[src/rtl/ypvm_pkg.sv]
// Package for the yaw/pitch view-matrix pipeline: payload structs, format
// constants and the quarter-wave sine coefficients. No dependencies.
`default_nettype none
package ypvm_pkg;

   localparam int AngleBits   = 16;
   localparam int QBits       = AngleBits - 2;
   localparam int VecFracBits = 14;
   localparam int PolyShift   = 30 - QBits;

   localparam logic [30:0] PolyA = 31'd1686629713;
   localparam logic [30:0] PolyB = 31'd688904866;
   localparam logic [30:0] PolyC = 31'd76016977;

   localparam logic signed [17:0] VecOne = 18'sd1 <<< VecFracBits;

   typedef struct packed {
      logic [15:0]        yaw_angle;
      logic signed [15:0] pitch_angle;
      logic signed [31:0] pos_x;
      logic signed [31:0] pos_y;
      logic signed [31:0] pos_z;
   } req_type;

   typedef struct packed {
      logic signed [15:0] right_x;
      logic signed [15:0] right_y;
      logic signed [15:0] right_z;
      logic signed [15:0] up_x;
      logic signed [15:0] up_y;
      logic signed [15:0] up_z;
      logic signed [15:0] fwd_x;
      logic signed [15:0] fwd_y;
      logic signed [15:0] fwd_z;
      logic signed [31:0] trans_right;
      logic signed [31:0] trans_up;
      logic signed [31:0] trans_fwd;
   } rsp_type;

endpackage
`default_nettype wire

[src/rtl/ypvm_sin.sv]
// Pipelined quarter-wave sine: five register stages, at most one multiply per stage.
// Depends on ypvm_pkg for the angle format and polynomial coefficients.
`default_nettype none
module ypvm_sin (
   input  wire logic                      clock,
   input  wire logic [ypvm_pkg::AngleBits-1:0] angle,
   output logic signed [17:0]             sine
);
   logic [ypvm_pkg::QBits:0] t;
   logic [30:0] x_s1_ff, x_s2_ff, x_s3_ff, x_s4_ff;
   logic [30:0] x2_s2_ff, x2_s3_ff;
   logic [30:0] t1_s3_ff, t2_s4_ff;
   logic [31:0] s_s5_ff;
   logic [5:1]  neg_ff;
   logic [61:0] p2, p3a, p3b, p4, p5;
   logic [30:0] x_in;
   logic [31:0] s_in;
   logic [17:0] mag;

   always_comb begin
      t = angle[ypvm_pkg::QBits] ?
          (({1'b1, {ypvm_pkg::QBits{1'b0}}}) - {1'b0, angle[ypvm_pkg::QBits-1:0]}) :
          {1'b0, angle[ypvm_pkg::QBits-1:0]};
      x_in = 31'(t) << ypvm_pkg::PolyShift;
      p2  = x_s1_ff * x_s1_ff;
      p3a = ypvm_pkg::PolyC * x2_s2_ff;
      p4  = x2_s3_ff * t1_s3_ff;
      p5  = x_s4_ff * t2_s4_ff;
      p3b = 62'(p3a >> 30);
      s_in = 32'(p5 >> 30);
   end

   // The sign bit travels five stages so that it meets the magnitude.
   always_ff @(posedge clock) begin
      x_s1_ff  <= x_in;
      neg_ff   <= {neg_ff[4:1], angle[ypvm_pkg::AngleBits-1]};
      x_s2_ff  <= x_s1_ff;
      x2_s2_ff <= 31'(p2 >> 30);
      x_s3_ff  <= x_s2_ff;
      x2_s3_ff <= x2_s2_ff;
      t1_s3_ff <= ypvm_pkg::PolyB - 31'(p3b);
      x_s4_ff  <= x_s3_ff;
      t2_s4_ff <= ypvm_pkg::PolyA - 31'(p4 >> 30);
      s_s5_ff  <= s_in;
   end

   always_comb begin
      logic [31:0] r;
      r = (s_s5_ff + (32'd1 << (29 - ypvm_pkg::VecFracBits))) >> (30 - ypvm_pkg::VecFracBits);
      mag = (r > 32'(ypvm_pkg::VecOne)) ? 18'(ypvm_pkg::VecOne) : r[17:0];
      sine = neg_ff[5] ? -$signed(mag) : $signed(mag);
   end
endmodule
`default_nettype wire

[config.mk]
export PLATFORM = sky130hd
export DESIGN_NAME = ypvm_sin
export DESIGN_NICKNAME = d
export VERILOG_FILES = /design/src/rtl/ypvm_pkg.sv /design/src/rtl/ypvm_sin.sv
export SDC_FILE = /design/constraint.sdc
export NUM_CORES = 2
export LEC_CHECK = 0
export BUFFER_PORTS_ARGS = -buffer_cell sky130_fd_sc_hd__buf_2
export CORE_MARGIN = 2
export CORE_UTILIZATION = 55
export DETAILED_ROUTE_END_ITERATION = 7
export GPL_TIMING_DRIVEN = 1
export PLACE_DENSITY = 0.71
export RECOVER_POWER = 25
export SLEW_MARGIN = 20
export SYNTH_ARGS = -nofsm -noshare
export SYNTH_HDL_FRONTEND = slang
export SYNTH_SLANG_ARGS = --single-unit
[constraint.sdc]
create_clock -name clock -period 16.75 [get_ports clock]
set_input_delay 0.8375 -clock clock [delete_from_list [all_inputs] [get_ports clock]]
set_output_delay 0.8375 -clock clock [all_outputs]
set_load 0.02 [all_outputs]
# Word-level counts from Yosys, hierarchy flattened
# Index checks and enable logic that the tools add are counted.
# word_totals
reg_bits	217
out_inout_bits	18
wordCells	24
inputBits	17
# op_classes
multipliers	4
n_mux	3
magnitude_cmp	1
add_sub_neg	5
# op_table
cell	n
$mul A29 B31 Y59	1
$mul A27 B29 Y56 const A	1
$mul A15 B31 Y46	1
$add A32 B16 Y32 const B	1
$sub A30 B28 Y31 const A	1
$sub A31 B31 Y31 const A	1
$mul A15 B15 Y29	1
$mux W18	1
$neg A18 Y18	1
$gt A16 B15 Y1 const B	1
$mux W16	1
$sub A15 B14 Y15 const A	1
$mux W14	1

# Depth between registers and ports, before layout
# depth
depth_word	5
mapped_depth	35
ltp_nobuf	32

# Worst setup path after synthesis
# No wires, ideal clock.
# synth_timing
path_type	reg-to-reg
from	register t1_s3_ff[24]
to	register t2_s4_ff[30]
stages_incl_launch_ff	31
n_path_buf	2
t_required_ns	16.678
arrival_time_ns	8.162
synth_period_minus_slack_ns	8.234
setup_ns	0.072
setup_slack_ns	8.516
cell_sequence	dfxtp_1 -> clkbuf_1 -> clkbuf_1 -> nand2_1 -> fa_1 -> inv_1 -> fa_1 -> inv_1 -> fa_1 -> inv_1 -> fa_1 -> inv_1 -> fa_1 -> fa_1 -> fa_1 -> fa_1 -> inv_1 -> ha_1 -> a21oi_1 -> o21ai_0 -> a221o_1 -> a21oi_1 -> o21ai_0 -> a211oi_1 -> nand2_1 -> a311oi_1 -> o211ai_1 -> a211oi_1 -> o22ai_1 -> o21ai_0 -> xnor2_1
# synth_via
elab_chain_cells	2
# synth_rtl
item	line	source
start, declared	ypvm_sin.sv:12	logic [30:0] t1_s3_ff, t2_s4_ff;
start signal, assigned	ypvm_sin.sv:41	t1_s3_ff <= ypvm_pkg::PolyB - 31'(p3b);
$mul A29 B31 Y59	ypvm_sin.sv:27	p4 = x2_s3_ff * t1_s3_ff;
$sub A31 B31 Y31	ypvm_sin.sv:43	t2_s4_ff <= ypvm_pkg::PolyA - 31'(p4 >> 30);
end signal, assigned	ypvm_sin.sv:43	
end, declared	ypvm_sin.sv:12	
# Every way passes these cells.
# A chain may end at the register's enable or synchronous reset.

# Worst setup path in the final report
# layout_timing
from	register x2_s3_ff[19]
to	register t2_s4_ff[30]
# layout_via
elab_chain_cells	2
# layout_rtl
item	line	source
start, declared	ypvm_sin.sv:11	logic [30:0] x2_s2_ff, x2_s3_ff;
start signal, assigned	ypvm_sin.sv:40	x2_s3_ff <= x2_s2_ff;
$mul A29 B31 Y59	ypvm_sin.sv:27	
$sub A31 B31 Y31	ypvm_sin.sv:43	
# Every way passes these cells.

==> flow_metrics.tcl <==
set metrics [dict create \
    synth_edf_count 0 \
    drt-initial-drc-count 3293 \
    wl_um 164700 \
    tritoncts "built" \
    io_pins 35 \
    required_ps 17190 \
    groute.usage.overall_pct 28.41 \
    synth_cell_types 84 \
    root_buffer "clkbuf_16" \
    hp-class "reg -> reg" \
    cts.clk_slew.worst_paths_ps 90 \
    grt_max_degree 32 \
    grt_pass1_wl_um 272300 \
    yosysSeqAreaShare_pct 5.986 \
    setup_tns_ps 0 \
    die_h_um 350.1 \
    dp_hpwl_um 127700 \
    reg2reg_slack_ps 7310 \
    synthCells 7072 \
    start_kind "flip-flop" \
    worst_pin_slew_ps 1493 \
    wl_per_cell_um 19.28 \
    clock_latency_ps 500 \
    routabilityCongestion 0.9076 \
    fin_crit_ps 9444 \
    route.detailed.drc 0 \
    cts.sinks 197 \
    crit_path_max_fanout 30 \
    clockBufferDepth 2 \
    grt_pass1_vias 51080 \
    chipWidth_um 350.1 \
    synthArstFlopShare_pct 0 \
    reg2reg_depth 27 \
    r2r_start "x2_s3_ff[19]" \
    n_antenna_cell 0 \
    area_delta_synth_final_pct 3.564 \
    slew_viol_final 0 \
    ys.warnings.count 0 \
    first_pass_iters 5 \
    maxCapViolCount 0 \
    synthFlopType "dfxtp_1" \
    skew_ps 16.96 \
    post_cts_resized 0 \
    initial_core_util_pct 55.65 \
    rsz0062_at_grt "false" \
    cts-buffers-inserted 17 \
    gr-total-overflow 0 \
    antenna_found_initial 2 \
    holdPathEnd "x_s4_ff[25]" \
    synth_top_area_share_pct 46.46 \
    synthTopCellsByArea "fa_1, ha_1, inv_1" \
    detail-route-antenna-nets 0 \
    hold_viol 0 \
    r2r_end "t2_s4_ff[30]" \
    finalSetupViolations 0 \
    final.period_utilization_pct 56.38 \
    hold_depth 0 \
    synth-seq-cells 197 \
    regArea_um2 3964 \
    row_count 126 \
    nNetsFinal 9231 \
    synth_area_um2 65890 \
    slew_headroom_pct 0.4514 \
    vias 46700 \
    outcome "finished, final reports clean" \
    post_cts_buffers 0 \
    syn_area_per_cell_um2 9.317 \
    h-tree-depth 4 \
    critPathKind "reg -> reg" \
    min_from "x_s3_ff[25]" \
    fmax_mhz 105.9 \
    multiInputGateArea_um2 54530 \
    end_kind "flip-flop" \
    avgViaCountPerCell 5.468 \
    fillers 10410 \
    cp.arrival_ps 9880 \
    dieArea_um2 122600 \
    layout-drive-gt1-share_pct 2.536 \
    core-area_um2 118400 \
    holdBufCountCts 0 \
    yosysTopAreaCell "fa_1" \
    port_buffers 34 \
]
## Yosys cell counts, types with 7 or more instances
| master | number |
|---|---|
| inv_1 | 1692 |
| fa_1 | 1529 |
| nand2_1 | 857 |
| ha_1 | 757 |
| and2_1 | 703 |
| clkbuf_1 | 283 |
| dfxtp_1 | 197 |
| a21oi_1 | 152 |
| nor2_1 | 127 |
| xnor2_1 | 110 |
| o21ai_0 | 100 |
| xor2_1 | 59 |
| nand3_1 | 44 |
| a21o_1 | 42 |
| nand4_1 | 37 |
| nor3_1 | 34 |
| a31oi_1 | 24 |
| and3_1 | 24 |
| a211oi_1 | 22 |
| nand2b_1 | 22 |
| o21bai_1 | 19 |
| nor2b_1 | 18 |
| o21a_1 | 17 |
| or3_1 | 14 |
| o211ai_1 | 13 |
| a21boi_0 | 9 |
| and4_1 | 9 |
| nor4_1 | 8 |
| o31ai_1 | 8 |
| or2_2 | 8 |
| a211o_1 | 7 |
| o22ai_1 | 7 |
## layer usage
metal	track usage (%)	vias up	part of all wire, %
met3	5.164	344	8.6
met4	8.418	2	3.2
li1	-	20740	-
met2	47.20	1853	47
met5	0	-	0.0079
met1	38.08	23760	41
## worst max path at each step
stage	start	endpoint	cells past startpoint
2_1_floorplan	t1_s3_ff[24]	t2_s4_ff[30]	30
3_3_place_gp	t1_s3_ff[6]	t2_s4_ff[30]	28
3_5_place_dp	x2_s3_ff[8]	t2_s4_ff[30]	27
4_1_cts	x2_s3_ff[8]	t2_s4_ff[30]	27
5_1_grt	x2_s3_ff[8]	t2_s4_ff[30]	27
6_report	x2_s3_ff[19]	t2_s4_ff[30]	27
## worst max-delay path: stages, from the launching register on
cell	delay (ps)
dfxtp_2	960
and2_1	270
fa_1	400
inv_1	80
fa_1	430
inv_1	90
fa_1	440
fa_1	580
fa_1	430
fa_1	460
fa_1	490
inv_1	50
fa_1	480
inv_1	40
ha_1	340
a21oi_1	250
o211ai_1	120
nor2_1	240
nand4_1	200
and4_1	240
nor3_1	450
o311ai_1	270
a311oi_1	710
o211ai_1	350
a211oi_1	490
o22ai_1	150
o21ai_0	210
xnor2_1	130
## flip-flops by register name (all words and copies together), names as in the netlist
register,count
x_s4_ff,15
x2_s2_ff,27
x2_s3_ff,27
x_s3_ff,15
x_s1_ff,15
x_s2_ff,15
neg_ff,5
t1_s3_ff,30
s_s5_ff,17
t2_s4_ff,31
## per-stage QoR
stage	worst slack [ps]	hold slack, ps	utilization, %	instance area [µm²]	instances
after floorplan	8516	309.6	-	65920	7081
after global placement	7016	309.8	57.13	67640	8509
after detailed placement	6989	312.1	57.13	67640	8509
after CTS	6981	333.5	57.69	68300	8541
after global routing	6591	338.3	57.63	68240	8541
final	7306	331.8	57.63	68240	8541
## area by class of cell
class | count | share of cell area [%]
clock buffer | 17 | 0.6234
clock inverter | 15 | 0.3429
inverter | 1692 | 9.308
multi-input combinational | 4902 | 79.92
sequential | 197 | 5.809
tap | 1600 | 2.934
timing repair buffer | 118 | 1.067
## logic make-up (layout without fill, tap and decap cells)
logic type | after synthesis | in the layout | synth area share [%]
other | 1 | 10 | 0.005692
and+or+nand+nor | 1932 | 1932 | 14.58
adders and majority gates | 2286 | 2286 | 60.83
DFF | 197 | 197 | 5.986
buffers and inverters | 1982 | 1842 | 11.30
muxes | 9 | 9 | 0.1519
AOI/OAI and AO/OA | 495 | 495 | 4.871
xor gates and xnor gates | 170 | 170 | 2.271
## layout by cell type, fill, tap and decap left out, types with 33 or more instances in the layout
| cell | instances |
|---|---|
| a21oi_1 | 152 |
| xnor2_1 | 110 |
| dfxtp_1 | 181 |
| buf_4 | 65 |
| ha_1 | 757 |
| and2_1 | 703 |
| nand4_1 | 37 |
| nor2_1 | 127 |
| o21ai_0 | 100 |
| xor2_1 | 59 |
| fa_1 | 1529 |
| inv_1 | 1692 |
| buf_2 | 33 |
| nor3_1 | 34 |
| a21o_1 | 42 |
| nand2_1 | 857 |
| nand3_1 | 44 |
Power is left out: the tool's default activity adds up to more than one toggle a clock period on the data nets, which glitch-free logic cannot reach.
